===== config.mk =====
export PLATFORM = sky130hd
export DESIGN_NAME = connection_slot_table
export DESIGN_NICKNAME = d
export VERILOG_FILES = /design/src/cst_pkg.sv /design/src/cst_slot_store.sv /design/src/connection_slot_table.sv
export SDC_FILE = /design/constraint.sdc
export NUM_CORES = 1
export LEC_CHECK = 0
export BUFFER_PORTS_ARGS = -buffer_cell sky130_fd_sc_hd__buf_4
export CAP_MARGIN = 20
export CORE_AREA = 2 2 171 173
export DETAILED_ROUTE_END_ITERATION = 8
export DIE_AREA = 0 0 173 175
export PLACE_DENSITY = 0.82
export SKIP_CTS_REPAIR_TIMING = 1
export SLEW_MARGIN = 20
export SYNTH_ARGS = -nofsm -noshare
export SYNTH_HDL_FRONTEND = slang
export SYNTH_SLANG_ARGS = --single-unit

===== constraint.sdc =====
create_clock -name clk -period 10 [get_ports clk]
set_clock_uncertainty 0.15 [all_clocks]
set_input_delay 1 -clock clk [delete_from_list [all_inputs] [get_ports clk]]
set_output_delay 1 -clock clk [all_outputs]
set_load 0.02 [all_outputs]

===== src/cst_pkg.sv =====
// Shared types and constants for the connection slot table.
// Used by the slot store and the top level; depends on nothing else.
package cst_pkg;

	localparam logic [15:0] DEFAULT_MTU = 16'd23;

	typedef enum logic [2:0] {
		OP_CONNECT    = 3'd0,
		OP_DISCONNECT = 3'd1,
		OP_MTU_CHANGE = 3'd2,
		OP_LOOKUP     = 3'd3,
		OP_QUERY      = 3'd4
	} op_t;

	typedef struct packed {
		logic set_valid;
		logic clr_valid;
		logic wr_handle;
		logic wr_mtu;
	} wr_ctl_t;

endpackage


===== src/cst_slot_store.sv =====
// Slot storage: valid marks, handles and MTUs with one read and one write port.
// Depends on cst_pkg for the write control struct.
module cst_slot_store #(
	parameter int MAX_SLOTS = 8,
	localparam int IDX_W = (MAX_SLOTS > 1) ? $clog2(MAX_SLOTS) : 1
) (
	input  logic             clk,
	input  logic             arst_n,
	input  logic [IDX_W-1:0] rd_idx,
	output logic             rd_valid,
	output logic [15:0]      rd_handle,
	output logic [15:0]      rd_mtu,
	input  cst_pkg::wr_ctl_t wr_ctl,
	input  logic [IDX_W-1:0] wr_idx,
	input  logic [15:0]      wr_handle_data,
	input  logic [15:0]      wr_mtu_data
);
	import cst_pkg::*;

	logic [MAX_SLOTS-1:0] valid_q;
	logic [15:0]          handle_q [MAX_SLOTS];
	logic [15:0]          mtu_q    [MAX_SLOTS];

	always_ff @(posedge clk or negedge arst_n) begin
		if (!arst_n) begin
			valid_q <= '0;
		end else if (wr_ctl.set_valid) begin
			valid_q[wr_idx] <= 1'b1;
		end else if (wr_ctl.clr_valid) begin
			valid_q[wr_idx] <= 1'b0;
		end
	end

	always_ff @(posedge clk) begin
		if (wr_ctl.wr_handle) begin
			handle_q[wr_idx] <= wr_handle_data;
		end
		if (wr_ctl.wr_mtu) begin
			mtu_q[wr_idx] <= wr_mtu_data;
		end
	end

	assign rd_valid  = valid_q[rd_idx];
	assign rd_handle = handle_q[rd_idx];
	assign rd_mtu    = mtu_q[rd_idx];

endmodule


===== src/connection_slot_table.sv =====
// Connection slot table: maps link connection handles to client slots, one item at a time.
// Connect, disconnect, MTU change and lookup walk the slots one per cycle through one
// comparator and stop early on a match; a query reads the slot named by slot_index, and an
// unused code goes straight to the result. Input is ready again the cycle after the result
// is taken.
// Reset clears the valid marks and client count and sets max_clients to 8 (at most MAX_SLOTS).
module connection_slot_table #(
	parameter int MAX_SLOTS = 8
) (
	input  logic        clk,
	input  logic        arst_n,
	input  logic        cfg_valid,
	output logic        cfg_ready,
	input  logic [3:0]  max_clients,
	input  logic        in_valid,
	output logic        in_ready,
	input  logic [2:0]  op,
	input  logic [15:0] conn_handle,
	input  logic [15:0] new_mtu,
	input  logic [7:0]  slot_index,
	output logic        out_valid,
	input  logic        out_ready,
	output logic        found,
	output logic [3:0]  slot_out,
	output logic        slot_valid,
	output logic [15:0] handle_out,
	output logic [15:0] mtu_out,
	output logic [3:0]  client_count
);
	import cst_pkg::*;

	localparam int IDX_W  = (MAX_SLOTS > 1) ? $clog2(MAX_SLOTS) : 1;
	localparam int SCAN_W = (IDX_W > 4) ? IDX_W : 4;
	localparam logic [3:0] MAX_SAT   = 4'((MAX_SLOTS > 15) ? 15 : MAX_SLOTS);
	localparam logic [3:0] MAX_RESET = 4'((MAX_SLOTS > 8) ? 8 : MAX_SLOTS);

	typedef enum logic [3:0] {
		S_IDLE  = 4'b0001,
		S_SCAN  = 4'b0010,
		S_QUERY = 4'b0100,
		S_DONE  = 4'b1000
	} state_t;

	state_t state_q, state_d;
	logic [3:0]        max_q;
	logic [3:0]        cnt_q, cnt_d;
	logic [SCAN_W-1:0] scan_q, scan_d;
	logic [SCAN_W-1:0] free_q, free_d;
	logic              free_seen_q, free_seen_d;

	logic [2:0]  op_q;
	logic [15:0] conn_handle_q;
	logic [15:0] new_mtu_q;
	logic [7:0]  slot_index_q;

	logic        found_q, found_d;
	logic [3:0]  slot_q, slot_d;
	logic        slot_valid_q, slot_valid_d;
	logic [15:0] handle_q, handle_d;
	logic [15:0] mtu_q, mtu_d;
	logic [3:0]  count_q, count_d;
	logic        load_res;

	logic [IDX_W-1:0] rd_idx;
	logic             rd_valid;
	logic [15:0]      rd_handle;
	logic [15:0]      rd_mtu;
	wr_ctl_t          wr_ctl;
	logic [IDX_W-1:0] wr_idx;
	logic [15:0]      wr_mtu_data;
	logic             scan_end;
	logic             hit;
	logic             accept;
	logic             in_range;

	cst_slot_store #(
		.MAX_SLOTS(MAX_SLOTS)
	) u_store (
		.clk           (clk),
		.arst_n        (arst_n),
		.rd_idx        (rd_idx),
		.rd_valid      (rd_valid),
		.rd_handle     (rd_handle),
		.rd_mtu        (rd_mtu),
		.wr_ctl        (wr_ctl),
		.wr_idx        (wr_idx),
		.wr_handle_data(conn_handle_q),
		.wr_mtu_data   (wr_mtu_data)
	);

	assign cfg_ready = 1'b1;
	assign in_ready  = (state_q == S_IDLE);
	assign accept    = in_valid && in_ready;
	assign out_valid = (state_q == S_DONE);

	assign rd_idx   = (state_q == S_QUERY) ? slot_index_q[IDX_W-1:0] : scan_q[IDX_W-1:0];
	assign scan_end = (scan_q >= SCAN_W'(max_q));
	assign hit      = rd_valid && (rd_handle == conn_handle_q);
	assign in_range = (slot_index_q < {4'd0, max_q});

	always_comb begin
		state_d      = state_q;
		scan_d       = scan_q;
		free_d       = free_q;
		free_seen_d  = free_seen_q;
		cnt_d        = cnt_q;
		wr_ctl       = '0;
		wr_idx       = scan_q[IDX_W-1:0];
		wr_mtu_data  = new_mtu_q;
		load_res     = 1'b0;
		found_d      = 1'b0;
		slot_d       = max_q;
		slot_valid_d = 1'b0;
		handle_d     = '0;
		mtu_d        = '0;
		count_d      = cnt_q;

		unique case (state_q)
			S_IDLE: begin
				scan_d      = '0;
				free_seen_d = 1'b0;
				if (accept) begin
					unique case (op) inside
						OP_CONNECT, OP_DISCONNECT, OP_MTU_CHANGE, OP_LOOKUP: begin
							state_d = S_SCAN;
						end
						OP_QUERY: begin
							state_d = S_QUERY;
						end
						default: begin
							load_res = 1'b1;
							state_d  = S_DONE;
						end
					endcase
				end
			end
			S_SCAN: begin
				if (scan_end) begin
					load_res = 1'b1;
					state_d  = S_DONE;
					if (op_q == OP_CONNECT && free_seen_q) begin
						wr_idx      = free_q[IDX_W-1:0];
						wr_mtu_data = DEFAULT_MTU;
						wr_ctl      = '{set_valid: 1'b1, clr_valid: 1'b0,
							wr_handle: 1'b1, wr_mtu: 1'b1};
						cnt_d       = cnt_q + 4'd1;
						found_d     = 1'b1;
						slot_d      = 4'(free_q);
					end
				end else if (hit) begin
					load_res = 1'b1;
					state_d  = S_DONE;
					found_d  = 1'b1;
					slot_d   = 4'(scan_q);
					case (op_q)
						OP_DISCONNECT: begin
							wr_ctl.clr_valid = 1'b1;
							if (cnt_q != 4'd0) begin
								cnt_d = cnt_q - 4'd1;
							end
						end
						OP_MTU_CHANGE: begin
							wr_ctl.wr_mtu = 1'b1;
						end
						default: begin
						end
					endcase
				end else begin
					if (!rd_valid && !free_seen_q) begin
						free_seen_d = 1'b1;
						free_d      = scan_q;
					end
					scan_d = scan_q + SCAN_W'(1);
				end
				count_d = cnt_d;
			end
			S_QUERY: begin
				load_res = 1'b1;
				state_d  = S_DONE;
				if (in_range) begin
					found_d      = 1'b1;
					slot_d       = slot_index_q[3:0];
					slot_valid_d = rd_valid;
					handle_d     = rd_handle;
					mtu_d        = rd_mtu;
				end else begin
					mtu_d = DEFAULT_MTU;
				end
			end
			S_DONE: begin
				if (out_ready) begin
					state_d = S_IDLE;
				end
			end
			default: begin
				state_d = S_IDLE;
			end
		endcase
	end

	always_ff @(posedge clk or negedge arst_n) begin
		if (!arst_n) begin
			state_q     <= S_IDLE;
			max_q       <= MAX_RESET;
			cnt_q       <= '0;
			scan_q      <= '0;
			free_q      <= '0;
			free_seen_q <= 1'b0;
		end else begin
			state_q     <= state_d;
			cnt_q       <= cnt_d;
			scan_q      <= scan_d;
			free_q      <= free_d;
			free_seen_q <= free_seen_d;
			if (cfg_valid) begin
				max_q <= ({28'd0, max_clients} > MAX_SLOTS) ? MAX_SAT : max_clients;
			end
		end
	end

	always_ff @(posedge clk) begin
		if (accept) begin
			op_q          <= op;
			conn_handle_q <= conn_handle;
			new_mtu_q     <= new_mtu;
			slot_index_q  <= slot_index;
		end
		if (load_res) begin
			found_q      <= found_d;
			slot_q       <= slot_d;
			slot_valid_q <= slot_valid_d;
			handle_q     <= handle_d;
			mtu_q        <= mtu_d;
			count_q      <= count_d;
		end
	end

	assign found        = found_q;
	assign slot_out     = slot_q;
	assign slot_valid   = slot_valid_q;
	assign handle_out   = handle_q;
	assign mtu_out      = mtu_q;
	assign client_count = count_q;

endmodule

; ---- Yosys cells after proc, flatten, opt, wreduce, memory -nomap -nowiden
; Memories as Yosys holds them, arrays and structs flattened.
; Index checks and enable logic that the tools add are counted.
[classes]
n_eq_ne = 17
magnitude_cmp = 6
reduce_logical = 19
n_mux = 62
n_addsub = 3
n_bitwise = 5
[op_table]
columns = operator, count
row1 = $mux 4, 19
row2 = $mux 16, 3
row3 = $mux 1, 24
row4 = $pmux 4 s2, 3
row5 = $eq 16x16->1, 1
row6 = $mux 8, 2
row7 = $pmux 4 s4, 1
row8 = $mux 3, 4
row9 = $eq 3x2->1 const B, 3
row10 = $add 4x1->4 const B, 2
row11 = $and 8x8->8, 1
row12 = $lt 3x4->1 const B, 2
row13 = $lt 8x4->1, 1
row14 = $not 8->8, 1
row15 = $or 8x8->8, 1
row16 = $reduce_and 4->1, 2
row17 = $eq 3x1->1 const B, 2
row18 = $logic_not 3->1, 2
row19 = $ne 2x2->1 const B, 3
row20 = $reduce_and 3->1, 2
row21 = $logic_and 1x1->1, 5
row22 = $mux 5, 1
row23 = $reduce_or 5->1, 1
row24 = $eq 4x1->1 const B, 1
row25 = 20 further kinds, 25
[totals]
regBits = 114
mem_count = 2
in_bits = 52
ramBits = 256
output_inout_bits = 45
elab_cells = 132
[mem_list]
columns = memory, depth, word_bits, read_ports, rd_ports_with_merged_regs, write_ports, line_no
row1 = u_store.handle_q, 8, 16, 1, 0, 1, cst_slot_store.sv:21  ; logic [15:0] handle_q [MAX_SLOTS];
row2 = u_store.mtu_q, 8, 16, 1, 0, 1, cst_slot_store.sv:22  ; logic [15:0] mtu_q [MAX_SLOTS];

; ---- Logic depth before layout (Yosys ltp)
[depth]
ltp_word = 13
mapped_depth = 16
ltp_nobuf = 12

; ---- By module
; Synthesis repeated with hierarchy kept, for this count alone.
[hier_totals]
hier_cells = 792
area_unflattened_um2 = 14829.2
[modules_own_cells]
columns = mod, instances, cells_each, area_per_inst_um2
row1 = cst_slot_store, 1, 429, 10158.5
row2 = connection_slot_table, 1, 363, 4670.7

; ---- Least setup slack after synthesis
; OpenSTA, ideal clock, no wires.
[synth_timing]
path_kind = reg-to-reg
startpoint = register state_q[1]
endpoint = register count_q[0], in the netlist client_count[0] (enable)
setup_time_ps = 500
required_ps = 9350
arrival_ps = 6343
path_buffers = 3
slack_ps = 3008
stages_incl_launch_ff = 14
path_cell_list = dfrtp_1 > buf_2 > nor4b_2 > mux2i_1 > clkbuf_1 > buf_1 > mux2i_1 > a22oi_1 > nand2_1 > xor2_1 > nand4_1 > nor3_4 > nor2_1 > o21ai_0
[synth_between]
elab_chain_len = 8
elab_cells_between_ends = 14
cone_classes = eq/ne: 4 / mux: 7 / reduce/logical: 2 / memory: 1
[synth_lines]
columns = element, line_no
row1 = start: declaration, connection_slot_table.sv:44  ; state_t state_q, state_d;
row2 = start signal: assignment, connection_slot_table.sv:210  ; state_q <= state_d;
row3 = $eq 4x3->1, "connection_slot_table.sv:96, connection_slot_table.sv:118"
row4 = $mux 3, connection_slot_table.sv:96  ; assign rd_idx = (state_q == S_QUERY) ? slot_index_q[IDX_W-1:0] : scan_q[IDX_W-1:0];
row5 = $mem_v2 8x16 / $bmux 1 s3 (equally long branches), -
row6 = $eq 16x16->1 / $mux 1 (equally long branches), "connection_slot_table.sv:98, cst_slot_store.sv:43"
row7 = $logic_and 1x1->1, connection_slot_table.sv:98  ; assign hit = rd_valid && (rd_handle == conn_handle_q);
row8 = $mux 1, connection_slot_table.sv:150  ; end else if (hit) begin
row9 = $mux 1, connection_slot_table.sv:138  ; if (scan_end) begin
row10 = $pmux 1 s3 (*), connection_slot_table.sv:118  ; unique case (state_q)
row11 = net load_res, connection_slot_table.sv:62  ; logic load_res;
row12 = end signal: assignment, connection_slot_table.sv:234  ; count_q <= count_d;
row13 = end: declaration, connection_slot_table.sv:61  ; logic [3:0] count_q, count_d;
; The timed path passes the listed nets; every way through them passes the cells marked *. The select of a mux whose other input is x is not followed.
; A chain may end at the register's enable or synchronous reset.

; ---- Final worst setup path
[layout_timing]
startpoint = register state_q[1]
endpoint = register handle_q[6], in the netlist handle_out[6] (enable)
[layout_between]
elab_chain_len = 8
elab_cells_between_ends = 14
cone_classes = eq/ne: 4 / mux: 7 / reduce/logical: 2 / memory: 1
[layout_lines]
columns = element, line_no
row1 = $eq 4x3->1, "connection_slot_table.sv:96, connection_slot_table.sv:118"
row2 = $mux 3, connection_slot_table.sv:96
row3 = $mem_v2 8x16 / $bmux 1 s3 (equally long branches), -
row4 = $eq 16x16->1 / $mux 1 (equally long branches), "connection_slot_table.sv:98, cst_slot_store.sv:43"
row5 = $logic_and 1x1->1, connection_slot_table.sv:98
row6 = $mux 1, connection_slot_table.sv:150
row7 = $mux 1, connection_slot_table.sv:138
row8 = $pmux 1 s3 (*), connection_slot_table.sv:118
row9 = net load_res, connection_slot_table.sv:62
row10 = end signal: assignment, connection_slot_table.sv:232  ; handle_q <= handle_d;
row11 = end: declaration, connection_slot_table.sv:59  ; logic [15:0] handle_q, handle_d;
; Marked as above.

==> results_tabular.tex <==
\begin{tabular}{lr}
\hline
Metric & Value \\
\hline
\multicolumn{2}{l}{\textbf{Layout}} \\
Final \#Nets & 1308 \\
Number of non-filler instances in the completed layout & 1657 \\
Fraction of final layout cells with drive strength greater than 1 & 17.6\% \\
Area growth from synthesis to final layout & 15.8\% \\
Post-route design area & 0.0179 mm\^{}2 \\
Final cell utilization of the core & 63.1\% \\
Ant. Diodes & 0 \\
\multicolumn{2}{l}{\textbf{Power}} \\
Leakage & 6.65 nW \\
Pwr Density & 212 mW/mm\^{}2 \\
Total power & 3.80 mW \\
IR Drop Worst-Case VDD & 173 uV \\
\multicolumn{2}{l}{\textbf{Worst setup path}} \\
Worst EP required & 10.02 ns \\
Kind of critical path & register to register \\
Slowest Stage Delay on Critical Path & 0.68 ns \\
Origin of the critical flop-to-flop path & state\_q[1]\$\_DFFE\_PN0P\_ \\
Kind of cell adding the most delay to the critical path & simple AND/OR/NAND/NOR gates \\
Cell type with the highest occurrence count on the critical path & sky130\_fd\_sc\_hd\_\_buf\_4 \\
Minimum setup slack among reg-to-reg paths & 3.43 ns \\
Cell with the largest stage delay on the worst path & sky130\_fd\_sc\_hd\_\_o21ai\_4 \\
Series of cell instances along the critical path & or4b\_1, buf\_4, mux2i\_4, buf\_4, a2111oi\_0, nor4\_1, xnor2\_1, o211ai\_1, or4\_4, nor3\_4, nor2\_1, o21ai\_4, buf\_4 \\
Type of destination of the critical path & register \\
Capturing point of the worst reg2reg path & handle\_out[6]\$\_SDFFCE\_PN0P\_ \\
Maximum fanout encountered on the critical timing path & 51 \\
Worst Path Buf+Inv & 3 \\
Sort of element at the start of the critical path & register \\
Arr. time, crit path & 6.59 ns \\
Depth of the worst register-to-register path & 13 \\
\multicolumn{2}{l}{\textbf{Global routing}} \\
Wire length of the first global-routing pass & 54.3 mm \\
Number of antenna violations at the first check in global routing & 0 \\
GRT Util Overall & 23.1\% \\
Via count of the first global-routing pass & 9827 \\
Maximum number of pins on one net before global-route repair & 70 \\
Overflow left after global routing & 0 \\
\multicolumn{2}{l}{\textbf{Place}} \\
PortBufs & 95 \\
Number of placed instances with taps included & 1590 \\
Worst slack at placement & 3.40 ns \\
Hpwl dp & 21.7 mm \\
Cell Area, Placed & 0.0167 mm\^{}2 \\
Global placement routability congestion & 0.834 \\
\multicolumn{2}{l}{\textbf{Synth}} \\
Sequential share of the synthesized area & 70.9\% \\
Cell accounting for the most synthesized area & sky130\_fd\_sc\_hd\_\_edfxtp\_1 \\
Mapped cell area & 0.0155 mm\^{}2 \\
Mapped Nets & 1207 \\
Mean instance size in the synthesized netlist & 13.5 um\^{}2 \\
Number of different library cells in the post-synthesis netlist & 63 \\
Post-synthesis cell count & 1145 \\
Synth warn & 0 \\
Proportion of register bits with asynchronous set or reset after synthesis & 7.84\% \\
Most area-consuming cells after synthesis & sky130\_fd\_sc\_hd\_\_edfxtp\_1 66\%, sky130\_fd\_sc\_hd\_\_nand2\_1 5.0\%, sky130\_fd\_sc\_hd\_\_dfrtp\_1 4.4\% \\
Number of enable flip-flop cells after synthesis & 341 \\
FF+latch count, synth & 370 \\
Share of Yosys cell area claimed by the top area cell type & 66.2\% \\
Most used flip-flop cell after synthesis & sky130\_fd\_sc\_hd\_\_edfxtp\_1 \\
\multicolumn{2}{l}{\textbf{Detailed routing}} \\
Final routed wire length divided by cell count & 21.4 um \\
\# DRC & 0 \\
Vias & 10000 \\
Antenna viol nets, final & 0 \\
First drt pass iteration count & 5 \\
Total Routed Length & 35.4 mm \\
Iter 0 DRT Violations & 1039 \\
Detailed-route vias per instance & 6.04 \\
\multicolumn{2}{l}{\textbf{STA}} \\
Number of pins with negative max-slew slack in the final report & 0 \\
Clock period minus worst slack & 6.57 ns \\
Final worst hold slack & 0.258 ns \\
Final Setup Violations & 0 \\
Actual slew at the worst max-slew pin & 0.999 ns \\
Fin Setup TNS & 0 ns \\
Setup repair after global routing missed its margin & no \\
Highest Clock Rate & 152 MHz \\
Setup ws final & 3.43 ns \\
Period utilisation layout & 65.7\% \\
Count of final hold-check violations & 0 \\
Tightest slew margin relative to the limit & 33.4\% \\
\multicolumn{2}{l}{\textbf{Run}} \\
Max-capacitance violation count & 0 \\
\multicolumn{2}{l}{\textbf{Clock tree}} \\
Later-pin clock latency in the skew report & 0.52 ns \\
CTS tree & yes \\
Total clock sinks & 370 \\
Num CTS Buffers & 38 \\
Maximum count of clock buffers along a single path & 3 \\
Maximum level of the CTS H-tree & 2 \\
Clock slew seen by the registers of the worst setup and hold paths & 0.06 ns \\
CTS Root Cell & sky130\_fd\_sc\_hd\_\_clkbuf\_16 \\
\multicolumn{2}{l}{\textbf{Run status}} \\
Outcome & finished, final reports clean \\
\multicolumn{2}{l}{\textbf{Die}} \\
Die footprint & 0.0303 mm\^{}2 \\
Number of placement rows & 62 \\
Width of the chip & 173 um \\
Height of the die & 175 um \\
Initial standard-cell utilization of the core & 54.5\% \\
Placeable core region & 0.0284 mm\^{}2 \\
Ports placed on the boundary & 97 \\
\multicolumn{2}{l}{\textbf{Hold path}} \\
Class of the worst hold path & input pin to asynchronous set/reset pin \\
\hline
\end{tabular}
cell type report:
cell class | instances | area (um^2)
inverter | 13 | 50.0
multi-input combinational | 702 | 4300
clock buffer | 44 | 995
timing repair buffer | 121 | 908
tap | 384 | 480
clock inverter | 23 | 219
sequential | 370 | 11000
fill | 2029 | 10500
layer usage:
layer | track usage (%) | part of all wire [%] | routed length, um
met1 | 29.4 | 38 | 13500
met2 | 39.4 | 50 | 17800
met3 | 4.79 | 8.9 | 3140
met4 | 8.44 | 2.9 | 1020
met5 | 0 | 0 | 0
worst register-to-register path, delay by kind of cell, from the launching register on:
family	cells	cell delay (ns)
flip-flops	1	0.47
AO/OA/AOI/OAI	3	1.05
XOR/XNOR	1	0.22
multiplexers	1	0.60
buffers and inverters	3	1.38
AND/OR/NAND/NOR	5	2.32
worst max-delay path by stage:
stage,startpoint,end,slack [ns],depth (start not counted)
after floorplan,state_q[1]$_DFFE_PN0P_,client_count[0]$_DFFE_PP_,3.01,13
after global placement,state_q[1]$_DFFE_PN0P_,u_store.mtu_q[0][15]$_DFFE_PP_,3.64,12
after detailed placement,state_q[1]$_DFFE_PN0P_,u_store.mtu_q[0][10]$_DFFE_PP_,3.40,12
after CTS,state_q[1]$_DFFE_PN0P_,u_store.mtu_q[0][14]$_DFFE_PP_,3.34,12
after global routing,state_q[1]$_DFFE_PN0P_,handle_out[6]$_SDFFCE_PN0P_,3.18,13
final,state_q[1]$_DFFE_PN0P_,handle_out[6]$_SDFFCE_PN0P_,3.43,13
kinds of logic (layout without fill, tap and decap cells):
kind of cell,after synthesis,count (layout),synth area share [%]
and+or+nand+nor,460,460,14.2
DFF,370,370,70.9
AOI/OAI and AO/OA,166,166,7.39
buffers and inverters,73,201,2.06
muxes,52,52,3.96
xor gates and xnor gates,13,13,0.736
adders and majority gates,10,10,0.808
other,1,1,0.0242
flip-flops by register name, indices dropped and copies added, names as in the netlist, 3 cells and up, named ones only:
signal / cells
max_q: 4
cnt_q: 4
conn_handle_q: 16
mtu_out: 16
scan_q: 4
u_store.handle_q: 128
state_q: 4
free_q: 4
new_mtu_q: 16
handle_out: 16
slot_index_q: 8
slot_out: 4
client_count: 4
u_store.mtu_q: 128
op_q: 3
cells in the mapped netlist, types with 3 or more instances:
cell,n
sky130_fd_sc_hd__edfxtp_1,341
sky130_fd_sc_hd__nand2_1,207
sky130_fd_sc_hd__nor2_1,64
sky130_fd_sc_hd__and3_1,45
sky130_fd_sc_hd__a21oi_1,42
sky130_fd_sc_hd__nand3_1,42
sky130_fd_sc_hd__clkbuf_1,40
sky130_fd_sc_hd__mux2i_1,38
sky130_fd_sc_hd__a31oi_1,27
sky130_fd_sc_hd__dfrtp_1,27
sky130_fd_sc_hd__a22oi_1,24
sky130_fd_sc_hd__nor2b_1,19
sky130_fd_sc_hd__nor3_1,18
sky130_fd_sc_hd__a311oi_1,17
sky130_fd_sc_hd__nand3b_1,15
sky130_fd_sc_hd__o21ai_0,14
sky130_fd_sc_hd__inv_1,13
sky130_fd_sc_hd__nand4_1,11
sky130_fd_sc_hd__buf_1,10
sky130_fd_sc_hd__ha_1,10
sky130_fd_sc_hd__xor2_1,8
sky130_fd_sc_hd__nor4_1,7
sky130_fd_sc_hd__or2_2,7
sky130_fd_sc_hd__a2111oi_0,6
sky130_fd_sc_hd__a211oi_1,6
sky130_fd_sc_hd__mux2_2,6
sky130_fd_sc_hd__nor3b_1,6
sky130_fd_sc_hd__nand2b_1,5
sky130_fd_sc_hd__xnor2_1,5
sky130_fd_sc_hd__a21o_1,4
sky130_fd_sc_hd__and2_1,4
sky130_fd_sc_hd__buf_6,4
sky130_fd_sc_hd__mux2i_4,4
sky130_fd_sc_hd__a221oi_1,3
sky130_fd_sc_hd__buf_2,3
sky130_fd_sc_hd__buf_4,3
report_power, final:
| group | total, mW | internal (mW) | switching [mW] |
|---|---|---|---|
| combinational | 0.494 | 0.164 | 0.330 |
| clock | 1.38 | 0.817 | 0.564 |
| sequential | 1.93 | 1.84 | 0.0906 |
cells in the final DEF, fill, tap and decap left out, drive strengths merged, types with 11 or more instances in the layout:
cell and instances:
a311oi 17, dfrtp 27, nand2 207, inv 14, a21oi 42, clkinv 16
nor2b 19, mux2i 42, nor3 19, nand4 11, nand3 42, buf 121
and3 45, o21ai 15, nand3b 15, nor2 64, a22oi 24, edfxtp 341
clkbuf 44, a31oi 28
Power figures use the tool's default switching activity.
